**src/rtl/bsr_pkg.sv**
```systemverilog
// ----------------------------------------------------------------------------
// bsr_pkg: shared types and constants of the Babylonian square root core
// Field widths, register indexes, status codes, controller types.
// ----------------------------------------------------------------------------
package bsr_pkg;

    localparam int FRAC_BITS_DEFAULT = 32;

    localparam int RAD_W   = 32;              // radicand / start guess
    localparam int ROOT_W  = 49;              // signed fixed-point guess
    localparam int QUOT_W  = 51;              // quotient incl. cap bit
    localparam int GUESS_W = RAD_W + ROOT_W;  // wide pre-saturation value
    localparam int TOL_W   = 16;
    localparam int ITER_W  = 8;
    localparam int STATUS_W = 2;

    localparam int CFG_ADDR_W = 1;
    localparam int CFG_DATA_W = 16;

    localparam logic [CFG_ADDR_W-1:0] REG_TOLERANCE = 1'b0;
    localparam logic [CFG_ADDR_W-1:0] REG_MAX_ITER  = 1'b1;

    localparam logic [TOL_W-1:0]  TOL_RESET      = 16'd0;
    localparam logic [ITER_W-1:0] MAX_ITER_RESET = 8'd64;

    localparam logic [QUOT_W-1:0] QUOT_CAP = 51'h4_0000_0000_0000;  // 2^50

    typedef enum logic [STATUS_W-1:0] {
        ST_CONVERGED    = 2'd0,
        ST_ZERO_GUESS   = 2'd1,
        ST_NEG_RADICAND = 2'd2,
        ST_LIMIT        = 2'd3
    } status_t;

    typedef enum logic [2:0] {
        S_IDLE,
        S_CHECK,
        S_DIV,
        S_STEP,
        S_EVAL,
        S_DONE
    } state_t;

    typedef struct packed {
        logic    load;       // capture input item
        logic    div_start;  // launch quotient
        logic    step;       // register next guess
        logic    update;     // commit next guess, count step
        logic    finish;     // latch status code
        status_t code;
        logic    out_load;   // move result to output register
    } ctrl_cmd_t;

    typedef struct packed {
        logic rad_neg;
        logic g_zero;
        logic div_busy;
        logic converged;
        logic at_limit;
        logic out_free;
    } ctrl_sts_t;

endpackage

```
**src/rtl/bsr_divider.sv**
```systemverilog
// ----------------------------------------------------------------------------
// bsr_divider: restoring fixed-point divider
// floor(dividend * 2^(2*FRAC_BITS) / divisor), one quotient bit per cycle,
// capped at 2^50.
// ----------------------------------------------------------------------------
module bsr_divider #(
    parameter int FRAC_BITS = bsr_pkg::FRAC_BITS_DEFAULT
) (
    input  logic                         aclk,
    input  logic                         aresetn,
    input  logic                         start,
    input  logic [bsr_pkg::RAD_W-1:0]    dividend,
    input  logic [bsr_pkg::ROOT_W-1:0]   divisor,
    output logic                         busy,
    output logic [bsr_pkg::QUOT_W-1:0]   quotient
);

    localparam int STEPS = bsr_pkg::RAD_W + 2 * FRAC_BITS;
    localparam int CNT_W = $clog2(STEPS + 1);
    localparam int REM_W = bsr_pkg::ROOT_W;

    logic [CNT_W-1:0]              cnt_reg;
    logic [bsr_pkg::RAD_W-1:0]     v_reg, v_next;
    logic [REM_W-1:0]              d_reg;
    logic [REM_W-1:0]              rem_reg, rem_next;
    logic [bsr_pkg::QUOT_W-1:0]    q_reg, q_next;

    logic [REM_W:0] rem_sh;
    logic [REM_W:0] rem_diff;
    logic           rem_ge;

    always_comb begin
        rem_sh   = {rem_reg, v_reg[bsr_pkg::RAD_W-1]};
        rem_diff = rem_sh - {1'b0, d_reg};
        rem_ge   = rem_sh >= {1'b0, d_reg};
        rem_next = rem_ge ? rem_diff[REM_W-1:0] : rem_sh[REM_W-1:0];
        v_next   = {v_reg[bsr_pkg::RAD_W-2:0], 1'b0};
        // quotient freezes once it reaches the cap
        if (q_reg < bsr_pkg::QUOT_CAP) begin
            q_next = {q_reg[bsr_pkg::QUOT_W-2:0], rem_ge};
        end else begin
            q_next = q_reg;
        end
    end

    always_ff @(posedge aclk) begin
        if (!aresetn) begin
            cnt_reg <= '0;
        end else if (start) begin
            cnt_reg <= CNT_W'(STEPS);
        end else if (cnt_reg != '0) begin
            cnt_reg <= cnt_reg - CNT_W'(1);
        end
    end

    always_ff @(posedge aclk) begin
        if (start) begin
            v_reg   <= dividend;
            d_reg   <= divisor;
            rem_reg <= '0;
            q_reg   <= '0;
        end else if (cnt_reg != '0) begin
            v_reg   <= v_next;
            rem_reg <= rem_next;
            q_reg   <= q_next;
        end
    end

    assign busy     = (cnt_reg != '0);
    assign quotient = (q_reg > bsr_pkg::QUOT_CAP) ? bsr_pkg::QUOT_CAP : q_reg;

    a_start_busy: assert property (@(posedge aclk) disable iff (!aresetn)
        start |=> busy)
        else $error("divider not busy after start");

endmodule

```
**src/rtl/bsr_datapath.sv**
```systemverilog
// ----------------------------------------------------------------------------
// bsr_datapath: guess, step arithmetic, counters and result register
// Holds config, current guess, iteration count, divider and output stage.
// ----------------------------------------------------------------------------
module bsr_datapath #(
    parameter int FRAC_BITS = bsr_pkg::FRAC_BITS_DEFAULT
) (
    input  logic                              aclk,
    input  logic                              aresetn,
    input  logic                              cfg_wr_en,
    input  logic [bsr_pkg::CFG_ADDR_W-1:0]    cfg_addr,
    input  logic [bsr_pkg::CFG_DATA_W-1:0]    cfg_wdata,
    input  logic signed [bsr_pkg::RAD_W-1:0]  radicand,
    input  logic signed [bsr_pkg::RAD_W-1:0]  start_guess,
    input  bsr_pkg::ctrl_cmd_t                cmd,
    output bsr_pkg::ctrl_sts_t                sts,
    input  logic                              m_ready,
    output logic                              m_valid,
    output logic signed [bsr_pkg::ROOT_W-1:0] root,
    output bsr_pkg::status_t                  status,
    output logic [bsr_pkg::ITER_W-1:0]        iterations
);

    localparam int ROOT_W = bsr_pkg::ROOT_W;
    localparam int GW     = bsr_pkg::GUESS_W;
    localparam int SUM_W  = bsr_pkg::QUOT_W + 2;
    localparam int DIFF_W = ROOT_W + 1;

    // clamp a wide two's complement value to the root range
    function automatic logic [ROOT_W-1:0] sat_root(input logic [GW-1:0] v);
        logic [GW-ROOT_W:0] hi;
        logic [ROOT_W-1:0]  r;
        hi = v[GW-1:ROOT_W-1];
        if ((&hi) || !(|hi)) begin
            r = v[ROOT_W-1:0];
        end else if (v[GW-1]) begin
            r = {1'b1, {(ROOT_W-1){1'b0}}};
        end else begin
            r = {1'b0, {(ROOT_W-1){1'b1}}};
        end
        return r;
    endfunction

    logic [bsr_pkg::TOL_W-1:0]  tol_reg;
    logic [bsr_pkg::ITER_W-1:0] max_it_reg;
    logic [bsr_pkg::RAD_W-1:0]  rad_reg;
    logic [ROOT_W-1:0]          g_reg;
    logic [ROOT_W-1:0]          next_reg, next_next;
    logic [bsr_pkg::ITER_W-1:0] iter_reg, iter_next;
    bsr_pkg::status_t           status_reg;

    logic [ROOT_W-1:0]          root_reg;
    bsr_pkg::status_t           status_out_reg;
    logic [bsr_pkg::ITER_W-1:0] iter_out_reg;
    logic                       m_valid_reg;

    logic [GW-1:0]              guess_wide;
    logic [ROOT_W-1:0]          guess_init;
    logic [ROOT_W-1:0]          divisor;
    logic                       div_busy;
    logic [bsr_pkg::QUOT_W-1:0] quotient;
    logic [SUM_W-1:0]           g_ext, q_ext, sum;
    logic [GW-1:0]              half_wide;
    logic signed [DIFF_W-1:0]   diff, tol_pos, tol_neg;

    // start guess to fixed point, saturated
    always_comb begin
        guess_wide = {{ROOT_W{start_guess[bsr_pkg::RAD_W-1]}}, start_guess} << FRAC_BITS;
        guess_init = sat_root(guess_wide);
    end

    assign divisor = g_reg[ROOT_W-1] ? (ROOT_W'(0) - g_reg) : g_reg;

    bsr_divider #(
        .FRAC_BITS (FRAC_BITS)
    ) u_div (
        .aclk     (aclk),
        .aresetn  (aresetn),
        .start    (cmd.div_start),
        .dividend (rad_reg),
        .divisor  (divisor),
        .busy     (div_busy),
        .quotient (quotient)
    );

    // quotient takes the sign of the guess; halve rounding toward -inf
    always_comb begin
        g_ext = {{(SUM_W-ROOT_W){g_reg[ROOT_W-1]}}, g_reg};
        q_ext = {2'b00, quotient};
        sum   = g_reg[ROOT_W-1] ? (g_ext - q_ext) : (g_ext + q_ext);
        half_wide = {{(GW-SUM_W+1){sum[SUM_W-1]}}, sum[SUM_W-1:1]};
        next_next = sat_root(half_wide);
    end

    always_comb begin
        diff    = $signed({next_reg[ROOT_W-1], next_reg}) - $signed({g_reg[ROOT_W-1], g_reg});
        tol_pos = $signed({{(DIFF_W-bsr_pkg::TOL_W){1'b0}}, tol_reg});
        tol_neg = -tol_pos;
        iter_next = iter_reg + bsr_pkg::ITER_W'(1);
    end

    always_comb begin
        sts.rad_neg   = rad_reg[bsr_pkg::RAD_W-1];
        sts.g_zero    = (g_reg == '0);
        sts.div_busy  = div_busy;
        sts.converged = (diff <= tol_pos) && (diff >= tol_neg);
        sts.at_limit  = (iter_next >= max_it_reg);
        sts.out_free  = !m_valid_reg || m_ready;
    end

    // configuration
    always_ff @(posedge aclk) begin
        if (!aresetn) begin
            tol_reg    <= bsr_pkg::TOL_RESET;
            max_it_reg <= bsr_pkg::MAX_ITER_RESET;
        end else if (cfg_wr_en) begin
            unique case (cfg_addr)
                bsr_pkg::REG_TOLERANCE: tol_reg    <= cfg_wdata[bsr_pkg::TOL_W-1:0];
                bsr_pkg::REG_MAX_ITER:  max_it_reg <= cfg_wdata[bsr_pkg::ITER_W-1:0];
                default: begin
                end
            endcase
        end
    end

    // working registers
    always_ff @(posedge aclk) begin
        if (cmd.load) begin
            rad_reg  <= radicand;
            g_reg    <= radicand[bsr_pkg::RAD_W-1] ? '0 : guess_init;
            iter_reg <= '0;
        end else if (cmd.update) begin
            g_reg    <= next_reg;
            iter_reg <= iter_next;
        end
        if (cmd.step) begin
            next_reg <= next_next;
        end
        if (cmd.finish) begin
            status_reg <= cmd.code;
        end
    end

    // output register
    always_ff @(posedge aclk) begin
        if (!aresetn) begin
            m_valid_reg <= 1'b0;
        end else if (cmd.out_load) begin
            m_valid_reg <= 1'b1;
        end else if (m_ready) begin
            m_valid_reg <= 1'b0;
        end
    end

    always_ff @(posedge aclk) begin
        if (cmd.out_load) begin
            root_reg       <= g_reg;
            status_out_reg <= status_reg;
            iter_out_reg   <= iter_reg;
        end
    end

    assign m_valid    = m_valid_reg;
    assign root       = root_reg;
    assign status     = status_out_reg;
    assign iterations = iter_out_reg;

    a_neg_result: assert property (@(posedge aclk) disable iff (!aresetn)
        (m_valid_reg && status_out_reg == bsr_pkg::ST_NEG_RADICAND)
            |-> (root_reg == '0 && iter_out_reg == '0))
        else $error("negative radicand result not cleared");

    a_conv_steps: assert property (@(posedge aclk) disable iff (!aresetn)
        (m_valid_reg && status_out_reg == bsr_pkg::ST_CONVERGED) |-> (iter_out_reg != '0))
        else $error("converged without a step");

endmodule

```
**src/rtl/bsr_ctrl.sv**
```systemverilog
// ----------------------------------------------------------------------------
// bsr_ctrl: iteration sequencer
// Check guess, run divider, form next guess, test convergence and limit.
// ----------------------------------------------------------------------------
module bsr_ctrl (
    input  logic               aclk,
    input  logic               aresetn,
    input  logic               s_valid,
    output logic               s_ready,
    input  bsr_pkg::ctrl_sts_t sts,
    output bsr_pkg::ctrl_cmd_t cmd
);

    bsr_pkg::state_t state_reg, state_next;

    always_ff @(posedge aclk) begin
        if (!aresetn) begin
            state_reg <= bsr_pkg::S_IDLE;
        end else begin
            state_reg <= state_next;
        end
    end

    always_comb begin
        state_next = state_reg;
        unique case (state_reg)
            bsr_pkg::S_IDLE: begin
                if (s_valid) state_next = bsr_pkg::S_CHECK;
            end
            bsr_pkg::S_CHECK: begin
                if (sts.rad_neg || sts.g_zero) state_next = bsr_pkg::S_DONE;
                else                           state_next = bsr_pkg::S_DIV;
            end
            bsr_pkg::S_DIV: begin
                if (!sts.div_busy) state_next = bsr_pkg::S_STEP;
            end
            bsr_pkg::S_STEP: begin
                state_next = bsr_pkg::S_EVAL;
            end
            bsr_pkg::S_EVAL: begin
                if (sts.converged || sts.at_limit) state_next = bsr_pkg::S_DONE;
                else                               state_next = bsr_pkg::S_CHECK;
            end
            bsr_pkg::S_DONE: begin
                if (sts.out_free) state_next = bsr_pkg::S_IDLE;
            end
            default: begin
                state_next = bsr_pkg::S_IDLE;
            end
        endcase
    end

    always_comb begin
        s_ready       = 1'b0;
        cmd.load      = 1'b0;
        cmd.div_start = 1'b0;
        cmd.step      = 1'b0;
        cmd.update    = 1'b0;
        cmd.finish    = 1'b0;
        cmd.code      = bsr_pkg::ST_CONVERGED;
        cmd.out_load  = 1'b0;
        unique case (state_reg)
            bsr_pkg::S_IDLE: begin
                s_ready  = 1'b1;
                cmd.load = s_valid;
            end
            bsr_pkg::S_CHECK: begin
                if (sts.rad_neg) begin
                    cmd.finish = 1'b1;
                    cmd.code   = bsr_pkg::ST_NEG_RADICAND;
                end else if (sts.g_zero) begin
                    cmd.finish = 1'b1;
                    cmd.code   = bsr_pkg::ST_ZERO_GUESS;
                end else begin
                    cmd.div_start = 1'b1;
                end
            end
            bsr_pkg::S_DIV: begin
            end
            bsr_pkg::S_STEP: begin
                cmd.step = 1'b1;
            end
            bsr_pkg::S_EVAL: begin
                cmd.update = 1'b1;
                // convergence wins over the limit
                if (sts.converged) begin
                    cmd.finish = 1'b1;
                    cmd.code   = bsr_pkg::ST_CONVERGED;
                end else if (sts.at_limit) begin
                    cmd.finish = 1'b1;
                    cmd.code   = bsr_pkg::ST_LIMIT;
                end
            end
            bsr_pkg::S_DONE: begin
                cmd.out_load = sts.out_free;
            end
            default: begin
            end
        endcase
    end

    a_no_overwrite: assert property (@(posedge aclk) disable iff (!aresetn)
        cmd.out_load |-> sts.out_free)
        else $error("result register overwritten while pending");

    a_no_div_zero: assert property (@(posedge aclk) disable iff (!aresetn)
        cmd.div_start |-> (!sts.g_zero && !sts.rad_neg))
        else $error("division launched on zero guess or negative radicand");

endmodule

```
**src/rtl/babylonian_square_root_core.sv**
```systemverilog
// ----------------------------------------------------------------------------
// babylonian_square_root_core: Newton/Babylonian square root, fixed point
// Iterates guess = (radicand/guess + guess)/2 until converged or limited.
// ----------------------------------------------------------------------------
// Usage:
//  - Input channel s_*: one item = radicand and start guess (two's
//    complement integers). Taken only while no item is in work.
//  - Result channel m_*: root (signed, FRAC_BITS fraction bits, saturated),
//    status and the number of steps done. One result per input item.
//  - cfg_*: write tolerance (index 0) and max_iterations (index 1) while idle.
//  - Each step runs a guess check, the bit-serial restoring divider, then
//    the next-guess and convergence states.
//  - A negative radicand or a zero guess at entry finishes without a
//    divider run.
//  - Items are worked one at a time; the next item is accepted right after
//    the result enters the output register, even if m_tready is low.
//  - A stalled receiver holds the result in the output register; a
//    finished second item then waits until the first one is taken.
//  - Reset clears the sequencer and output valid, sets tolerance to 0 and
//    max_iterations to 64.
// ----------------------------------------------------------------------------
module babylonian_square_root_core #(
    parameter int FRAC_BITS = bsr_pkg::FRAC_BITS_DEFAULT
) (
    input  logic                           aclk,
    input  logic                           aresetn,
    // input items
    input  logic                           s_tvalid,
    output logic                           s_tready,
    // [31:0] radicand, [63:32] start_guess
    input  logic [63:0]                    s_tdata,
    // result items
    output logic                           m_tvalid,
    input  logic                           m_tready,
    // [48:0] root, [50:49] status, [58:51] iterations, [63:59] zero
    output logic [63:0]                    m_tdata,
    // configuration writes
    input  logic                           cfg_wr_en,
    input  logic [bsr_pkg::CFG_ADDR_W-1:0] cfg_addr,
    input  logic [bsr_pkg::CFG_DATA_W-1:0] cfg_wdata
);

    localparam int ROOT_W = bsr_pkg::ROOT_W;
    localparam int PAD_W  = 64 - ROOT_W - bsr_pkg::STATUS_W - bsr_pkg::ITER_W;

    bsr_pkg::ctrl_cmd_t         cmd;
    bsr_pkg::ctrl_sts_t         sts;
    logic signed [ROOT_W-1:0]   root;
    bsr_pkg::status_t           status;
    logic [bsr_pkg::ITER_W-1:0] iterations;

    // sequencer
    bsr_ctrl u_ctrl (
        .aclk    (aclk),
        .aresetn (aresetn),
        .s_valid (s_tvalid),
        .s_ready (s_tready),
        .sts     (sts),
        .cmd     (cmd)
    );

    // arithmetic, divider and result register
    bsr_datapath #(
        .FRAC_BITS (FRAC_BITS)
    ) u_dp (
        .aclk        (aclk),
        .aresetn     (aresetn),
        .cfg_wr_en   (cfg_wr_en),
        .cfg_addr    (cfg_addr),
        .cfg_wdata   (cfg_wdata),
        .radicand    (s_tdata[31:0]),
        .start_guess (s_tdata[63:32]),
        .cmd         (cmd),
        .sts         (sts),
        .m_ready     (m_tready),
        .m_valid     (m_tvalid),
        .root        (root),
        .status      (status),
        .iterations  (iterations)
    );

    assign m_tdata = {{PAD_W{1'b0}}, iterations, status, root};

endmodule

```
**config.mk**
```make
export PLATFORM = sky130hd
export DESIGN_NAME = babylonian_square_root_core
export DESIGN_NICKNAME = d
export VERILOG_FILES = /design/src/rtl/bsr_pkg.sv /design/src/rtl/bsr_divider.sv /design/src/rtl/bsr_datapath.sv /design/src/rtl/bsr_ctrl.sv /design/src/rtl/babylonian_square_root_core.sv
export SDC_FILE = /design/constraint.sdc
export NUM_CORES = 1
export LEC_CHECK = 0
export ABC_AREA = 1
export BUFFER_PORTS_ARGS = -buffer_cell sky130_fd_sc_hd__buf_2
export CORE_UTILIZATION = 55
export CTS_CLUSTER_DIAMETER = 80
export DETAILED_ROUTE_END_ITERATION = 7
export HOLD_SLACK_MARGIN = 0.02
export PLACE_DENSITY = 0.71
export SKIP_LAST_GASP = 1
export SYNTH_ARGS = -nofsm -noshare
export SYNTH_HDL_FRONTEND = slang
export SYNTH_SLANG_ARGS = --single-unit
export TNS_END_PERCENT = 10
```
**constraint.sdc**
```tcl
create_clock -name aclk -period 22.9 [get_ports aclk]
set_input_delay 3.435 -clock aclk [delete_from_list [all_inputs] [get_ports aclk]]
set_output_delay 3.435 -clock aclk [all_outputs]
set_load 0.01 [all_outputs]
```
Yosys cells after proc, flatten, opt, wreduce, memory -nomap -nowiden
Index checks and enable logic that the tools add are counted.
{"block": "totals", "register_bits": 415, "output_inout_bits": 66, "input_bits": 86, "wordCells": 103}
{"block": "classes", "mux": 36, "addsub": 8, "n_eq_ne": 8, "n_lt_le_gt_ge": 6, "n_reduce_logical": 24, "bitwise": 2}
{"op": "two-way mux 49 bit", "n": 8}
{"op": "two-way mux 32 bit", "n": 2}
{"op": "adder 49 x 52 -> 53 bit", "n": 1}
{"op": "two-way mux 53 bit", "n": 1}
{"op": "subtractor 49 x 52 -> 53 bit", "n": 1}
{"op": "> comparator 51 bit (second input constant)", "n": 1}
{"op": "less-than comparator 51 bit (second input constant)", "n": 1}
{"op": "two-way mux 51 bit", "n": 1}
{"op": ">= comparator 50 x 49 -> 1 bit", "n": 1}
{"op": ">= comparator 50 bit", "n": 1}
{"op": "<= comparator 50 x 17 -> 1 bit", "n": 1}
{"op": "negation 16 -> 50 bit", "n": 1}
{"op": "subtractor 49 x 49 -> 50 bit", "n": 1}
{"op": "zero test 49 bit", "n": 1}
{"op": "subtractor 1 x 49 -> 49 bit (first input constant)", "n": 1}
{"op": "subtractor 49 bit", "n": 1}
{"op": "two-way mux 48 bit", "n": 1}
{"op": "two-way mux 3 bit", "n": 9}
{"op": "case mux 3 bit (6 select lines)", "n": 1}
{"op": "AND reduction 16 bit", "n": 1}
{"op": "OR reduction 16 bit", "n": 1}
{"op": "two-way mux 7 bit", "n": 2}
{"op": "two-way mux 1 bit", "n": 10}
{"op": "adder 8 x 1 -> 8 bit (second input constant)", "n": 1}
{"op": "20 further kinds", "n": 34}

Longest topological paths before layout
Gate-level depths: netlist of the first run.
{"block": "depth", "word_depth": 8, "depth_mapped": 43, "depth_no_buf": 39}

Cells and area by module
A second synthesis of the first run with hierarchy kept.
{"block": "unflattened", "hier_cells": 4768, "hier_area_um2": 32637.6}
{"mod": "bsr_datapath", "cells_per_inst": 2864, "area_per_inst_um2": 20208.1, "n_inst": 1, "seq_area_each_um2": 6396.1}
{"mod": "bsr_divider", "cells_per_inst": 1855, "area_per_inst_um2": 12127.9, "n_inst": 1, "seq_area_each_um2": 4574.4}
{"mod": "bsr_ctrl", "cells_per_inst": 43, "area_per_inst_um2": 260.2, "n_inst": 1, "seq_area_each_um2": 60.1}
{"mod": "babylonian_square_root_core", "cells_per_inst": 6, "area_per_inst_um2": 41.3, "n_inst": 1, "seq_area_each_um2": 0.0}

Worst setup path after synthesis of the first run
No wires, ideal clock.
{"block": "synth_timing", "path_kind": "input to register", "startpoint": "input port m_tready", "endpoint": "register u_dp.iter_out_reg, in the netlist u_dp.iterations[0], enable pin", "path_buffers": 0, "arrival_time_ns": 9.071, "cell_stages": 2, "t_required_ns": 22.278, "setup_ns": 0.622, "slack_ns": 13.208, "cell_sequence": "nor2_1 -> nor4_1"}
{"item": "from (decl)", "line_no": "babylonian_square_root_core.sv:34", "text": "input logic m_tready,"}
{"item": "to (signal assigned)", "line_no": "bsr_datapath.sv:159", "text": "iter_out_reg <= iter_reg;"}
{"item": "to (decl)", "line_no": "bsr_datapath.sv:54", "text": "logic [bsr_pkg::ITER_W-1:0] iter_out_reg;"}

Worst setup path after layout of the first run
{"block": "layout_timing", "startpoint": "register u_dp.u_div.q_reg[18] (netlist bit)", "endpoint": "register u_dp.next_reg[13], data pin"}
{"block": "layout_between", "elab_chain_cells": 8, "word_cells_on_any_way": 11, "classes_between": "add/sub: 2; order compare: 1; mux: 4; reduce/logical: 4"}
{"item": "from (decl)", "line_no": "bsr_divider.sv:26", "text": "logic [bsr_pkg::QUOT_W-1:0] q_reg, q_next;"}
{"item": "from (signal assigned)", "line_no": "bsr_divider.sv:65", "text": "q_reg <= q_next;"}
{"item": "> comparator 51 bit", "line_no": "bsr_divider.sv:70", "text": "assign quotient = (q_reg > bsr_pkg::QUOT_CAP) ? bsr_pkg::QUOT_CAP : q_reg;"}
{"item": "two-way mux 51 bit (*)", "line_no": "bsr_divider.sv:70"}
{"item": "adder 49 x 52 -> 53 bit / subtractor 49 x 52 -> 53 bit (equally long branches)", "line_no": "bsr_datapath.sv:90", "text": "sum = g_reg[ROOT_W-1] ? (g_ext - q_ext) : (g_ext + q_ext);"}
{"item": "two-way mux 53 bit (*)", "line_no": "bsr_datapath.sv:90"}
{"item": "OR reduction 4 bit", "line_no": "bsr_datapath.sv:34", "text": "if ((&hi) || !(|hi)) begin"}
{"item": "zero test 1 bit", "line_no": "bsr_datapath.sv:34"}
{"item": "logical OR 1 bit", "line_no": "bsr_datapath.sv:34"}
{"item": "two-way mux 49 bit (*)", "line_no": "bsr_datapath.sv:34"}
{"item": "via u_dp.next_next[13]", "line_no": "bsr_datapath.sv:48", "text": "logic [ROOT_W-1:0] next_reg, next_next;"}
{"item": "to (signal assigned)", "line_no": "bsr_datapath.sv:137", "text": "next_reg <= next_next;"}
{"item": "to (decl)", "line_no": "bsr_datapath.sv:48"}
The timed path passes the listed nets; every way through them passes the cells marked *.
A chain may end at the register's enable or synchronous reset.

==> results.ini, run 1 <==
[flow_run]
drv_cap=0

[sta]
tightest_slew_ps=1190
rsz0062_at_grt=false
hold_ws_ps=431
fin_ws_ps=16580
fin_skew_ps=26.9
min_period_ps=6320
setup_viol=0
maxClockFrequency_ghz=0.158
drv_slew=0
slew_headroom_pct=20.6
min_period_over_period_pct=27.6
hold_viol=0
finalSetupTns_ps=0

[floorplan]
ios=152
initial_core_util_pct=55.7
die_area_um2=55400
dieHeight_um=235
die_x_um=235
core_um2=53800
rows=85

[drt]
routed_wl_um=85400
wl_met2_um=38500
wl_met3_um=5080
vias=26800
wl_met1_um=38400
wl_per_cell_um=17.5
via_per_inst=5.50
drc=0
dr.pass1.iters=6
ant_nets=0
top_layer=met4
drt_iter0_markers=1984

[worst_setup_path]
crit_buf_inv=1
cp_common_cell=nand2_1
crit_fanout=82
start_kind=flip-flop
crit_family=simple AND/OR/NAND/NOR gates
cp.arrival_ps=6630
required_ps=23210
critPathCaptureType=flip-flop
worst-setup-path-type=flip-flop to flip-flop
critPathSlowestCell=dfxtp_1
slowest_delay_ps=450

[placement]
place_area_um2=31300
hpwl_um=68100
port_buffers=146
place.gp.congestion=1.01
place_ws_ps=16700

[grt]
grt_overflow=0
grt_max_degree=83
grt_usage_pct=30.8
grt_pass1_wl_um=135000
grt_pass1_vias=25500
antenna_found_initial=3

[cts]
hold_buffers=0
clk_path_buf_depth=3
numCtsBuffers=47
cts_sinks=415
htree_levels=2
clkLatencyLatePin_ps=590
post_cts_buffers=0
ctsResizeCount=0
clkTransAtPathRegs_ps=60
cts_tree=built
cts-root-buf=clkbuf_16

[synth]
synth_top_cell_by_area=edfxtp_1
ys_top_cells_by_area=edfxtp_1 27%, nand2_1 12%, dfxtp_1 9.6%
syn_area_um2=30000
synth_area_per_cell_um2=7.44
yosysSeqAreaShare_pct=36.8
synth_edf_count=272
async_flop_share_pct=0
synth_seq_cells=415
synth_cells=4026
ys_types=61
synth_top_area_share_pct=27.3
synthFlopType=edfxtp_1
yosysWarningCount=0

[cells_and_area]
nets=4459
synthToLayoutAreaGrowth_pct=9.32
drive_gt1_share_pct=6.60
num_antenna_cells=0
largest_reg_flops=51
nFillCells=5086
finalInstanceArea_um2=32700

[worst_hold_path]
worst_hold_path_type=flip-flop to flip-flop

[run_status]
run_status=finished clean

==> cell usage in the layout, fill, tap and decap left out, types with 13 or more instances in the layout <==
master,n
nor3_1,53
o21a_1,25
inv_1,612
nand2_1,989
clkbuf_16,49
o21bai_1,23
buf_4,19
a21oi_1,273
nor2_1,363
ha_1,224
nand4_1,50
xor2_1,183
buf_2,146
o31ai_1,21
nand3_1,133
nor4_1,28
xnor2_1,49
dfxtp_1,143
edfxtp_1,272
clkbuf_1,13
o21ai_0,258
a31oi_1,42
o211ai_1,65
==> metrics by stage <==
stage,utilization [%],cells
6_report,60.8,4880
5_1_grt,60.8,4880
3_5_place_dp,58.1,4793
2_1_floorplan,-,4030
3_3_place_gp,58.1,4793
4_1_cts,60.8,4880
==> worst paths after layout <==
check,from,to,slack [ps],cells after the start
min reg2reg,u_dp.status_reg[0],u_dp.status[0],430,0
min,u_dp.status_reg[0],u_dp.status[0],430,0
max reg2reg,u_dp.u_div.q_reg[18],u_dp.next_reg[13],16580,37
max,u_dp.u_div.q_reg[18],u_dp.next_reg[13],16580,37
==> synthesized netlist by cell type (4+ instances only) <==
library cell / n
nand3b_1: 5
o21a_1: 25
inv_1: 615
a211oi_1: 5
xnor2_1: 49
dfxtp_1: 143
nor3_1: 54
edfxtp_1: 272
a21boi_0: 5
buf_1: 6
buf_2: 7
o21ai_0: 258
or2_2: 10
a31oi_1: 42
nand3_1: 134
ha_1: 224
o22ai_1: 6
buf_6: 8
nand4_1: 50
nor4_1: 29
o221ai_1: 8
nor2_1: 364
buf_4: 7
a21o_1: 12
o211ai_1: 65
o2111ai_1: 4
inv_2: 10
o21ai_1: 7
a21oi_1: 273
xor2_1: 183
clkbuf_1: 70
nand2_1: 990
o21bai_1: 23
o31ai_1: 21
o41ai_1: 6
==> metal layers <==
layer	global-route usage, %	up-vias
met5	0	-
met4	12.1	0
met3	3.18	166
met2	50.4	776
met1	41.8	12300
li1	-	13600
==> worst reg2reg max path: cells and delay by family, from the launching register on <==
kind / cells / cell delay (ps)
simple gates: 29 / 3700
compound gates: 5 / 920
flops: 1 / 450
fa+ha+maj: 1 / 400
buf+inv: 1 / 400
xor+xnor: 1 / 190
==> layout make-up <==
| class | instances | area [um2] | area share [%] |
|---|---|---|---|
| clock buffer | 68 | 1340 | 4.09 |
| multi-input combinational | 2891 | 16100 | 49.3 |
| timing repair buffer | 165 | 873 | 2.67 |
| inverter | 626 | 2350 | 7.18 |
| sequential | 415 | 11000 | 33.7 |
| tap | 696 | 871 | 2.66 |
| clock inverter | 19 | 129 | 0.394 |
==> logic make-up (layout without fill, tap and decap cells) <==
logic type               after synthesis  in the layout  share of synthesized area [%]
AO/OA/AOI/OAI                        776            776                           14.9
buffers and inverters                724            878                           9.39
XOR/XNOR                             232            232                           6.78
flip-flops                           415            415                           36.8
adder cells (fa/ha/maj)              227            227                           9.56
AND/OR/NAND/NOR                     1651           1651                           22.5
other                                  1              5                         0.0125
Power of run 1 is not shown: default switching activity piles up to over one toggle a cycle in this logic, so the estimate is an artifact.
==> inputs of run 2 (changes only) <==
--- a/config.mk
+++ b/config.mk
@@ -11,7 +11,7 @@
 export CTS_CLUSTER_DIAMETER = 80
 export DETAILED_ROUTE_END_ITERATION = 7
 export HOLD_SLACK_MARGIN = 0.02
-export PLACE_DENSITY = 0.71
+export PLACE_DENSITY = 0.74
 export SKIP_LAST_GASP = 1
 export SYNTH_ARGS = -nofsm -noshare
 export SYNTH_HDL_FRONTEND = slang
==> constraint.sdc (replaced) <==
create_clock -name aclk -period 5.58 [get_ports aclk]
set_input_delay 0.837 -clock aclk [delete_from_list [all_inputs] [get_ports aclk]]
set_output_delay 0.837 -clock aclk [all_outputs]
set_load 0.01 [all_outputs]
==> results.ini, run 2 (synthesis gave the netlist of run 1 again) <==
[run_status]
run_status=finished clean

[grt]
grt_usage_pct=30.3  ; -0.46 points
grt_use_met2_pct=50.2  ; -0.21 points
top_usage_layer=met2
use_met3_pct=2.99  ; -0.19 points
antenna_found_initial=0  ; -3
use_met1_pct=40.9  ; -0.90 points
grt_pass1_vias=25100  ; -1.6%
grt_overflow=0  ; unchanged
grt_max_degree=95  ; +14%
grt_pass1_wl_um=133000  ; -1.7%

[drt]
routed_wl_um=85900  ; +0.57%
via_per_inst=5.49  ; about the same
vias=27000  ; +0.72%
ant_nets=0  ; unchanged
drc=0  ; unchanged
drt_iter0_markers=2081  ; +4.9%
dr.pass1.iters=6  ; unchanged
wl_per_cell_um=17.5  ; -0.25%

[cts]
htree_levels=2  ; unchanged
cts_tree=built
cts-root-buf=clkbuf_16
numCtsBuffers=46  ; -2.1%
clkLatencyLatePin_ps=590  ; about the same
clk_path_buf_depth=3  ; unchanged
hold_buffers=0  ; unchanged
clkTransAtPathRegs_ps=60  ; about the same
cts_sinks=415  ; unchanged

[floorplan]
core_um2=53800  ; unchanged
rows=85  ; unchanged
dieHeight_um=235  ; unchanged
ios=152  ; unchanged
die_x_um=235  ; unchanged
initial_core_util_pct=55.7  ; unchanged
die_area_um2=55400  ; unchanged

[cells_and_area]
num_antenna_cells=0  ; unchanged
nets=4500  ; +0.92%
layout_commonest_cell=nand2_1
largest_reg_flops=51  ; unchanged
synthToLayoutAreaGrowth_pct=11.5
drive_gt1_share_pct=8.59  ; +2.0 points
layout.cells.most_common_list=984 x nand2_1, 611 x inv_1, 351 x nor2_1

[worst_setup_path]
slowest_delay_ps=340  ; -110 ps
cp.arrival_ps=5520  ; -1110 ps
crit_fanout=24  ; -71%
required_ps=5910  ; -17300 ps
worst-setup-path-type=flip-flop to flip-flop
rr_worst_depth=37  ; unchanged
rr_startpoint=u_dp.u_div.q_reg[47]
rrSetupSlack_ps=380  ; -16200 ps
critPathSlowestCell=ha_1
start_kind=flip-flop
critPathCaptureType=flip-flop
cp_common_cell=nand2_1
regToRegEndpoint=u_dp.next_reg[15]

[sta]
fin_ws_ps=382  ; -16200 ps
min_period_ps=5200  ; -1120 ps
min_period_over_period_pct=93.1  ; +66 points
slew_headroom_pct=20.7  ; +0.092 points
hold_viol=0  ; unchanged
fin_skew_ps=24.4  ; -2.46 ps
drv_slew=0  ; unchanged
setup_viol=0  ; unchanged
tightest_slew_ps=1190  ; -5.76 ps
maxClockFrequency_ghz=0.192  ; +22%

[worst_hold_path]
hp-start=s_tdata[0]
holdPathEnd=u_dp.rad_reg[0]
worst_hold_path_type=input port to flip-flop
hold_depth=1  ; +1

[placement]
place_ws_ps=42.6  ; -16660 ps
port_buffers=146  ; unchanged
place.gp.congestion=1.04  ; +3.8%
hpwl_um=67900  ; -0.33%

[flow_run]
drv_cap=0  ; unchanged

run 2: changes by cell type in the layout (fill, tap and decap cells not counted), moves of 7 or more:
cell,change
a21oi_1,-9
clkinv_2,+7
nor2_1,-12
a21oi_2,+9
nor2_2,+9
o21ai_0,-7
buf_4,+34
run 2: stage by stage:
stage,std cells,utilization [%],instance area [um2],TNS (ps),hold slack (ps)
after floorplan,4030,-,30000,0,400
after global placement,4829,58.7,31600,0,404
after detailed placement,4829,58.7,31600,0,416
after CTS,4914,61.5,33100,0,390
after global routing,4920,62.0,33400,-1910,402
final,4920,62.0,33400,0,419
run 2: what timing repair did:
| action | in CTS | in global routing |
|---|---|---|
| setup endpoints to repair | 4 | 48 |
| pin swaps | 0 | 8 |
| gates resized for setup | 1 | 54 |
| buffers inserted | 0 | 3 |
| gates cloned | 0 | 3 |
run 2: critical path: cells and delay by family, from the launching register on:
| family | cells | cell delay, ps |
|---|---|---|
| AND/OR/NAND/NOR | 26 | 2720 |
| flip-flops | 1 | 310 |
| XOR/XNOR | 1 | 160 |
| adder cells (fa/ha/maj) | 1 | 340 |
| buffers and inverters | 6 | 790 |
| AO/OA/AOI/OAI | 3 | 620 |
run 2: layer usage:
metal / part of all wire [%] / routed length, um / up-vias
li1: - / - / 13700
met1: 44 / 38000 / 12400
met2: 46 / 39800 / 776
met3: 5.6 / 4810 / 170
met4: 3.7 / 3200 / 0
met5: 0 / 0 / -
run 2: worst max path at each step:
stage	slack, ps	from	end	depth (start not counted)
floorplan	630	u_dp.u_div.q_reg[18]	u_dp.next_reg[28]	42
detailed placement	40	u_dp.u_div.q_reg[47]	u_dp.next_reg[1]	34
finish	380	u_dp.u_div.q_reg[47]	u_dp.next_reg[15]	37
global route	-60	u_dp.u_div.q_reg[47]	u_dp.next_reg[8]	38
global placement	240	u_dp.u_div.q_reg[47]	u_dp.next_reg[0]	34
CTS	120	u_dp.u_div.q_reg[43]	u_dp.next_reg[1]	35
run 2: area by class of cell:
cell class                      instances  area [um2]
Fill cell                            4856       20400
Multi-Input combinational cell       2891       16300
Sequential cell                       415       11000
Inverter                              626        2350
Timing Repair Buffer                  207        1290
Clock buffer                           58        1240
Tap cell                              696         871
Clock inverter                         27         269
Power of run 2 is left out for the same reason.
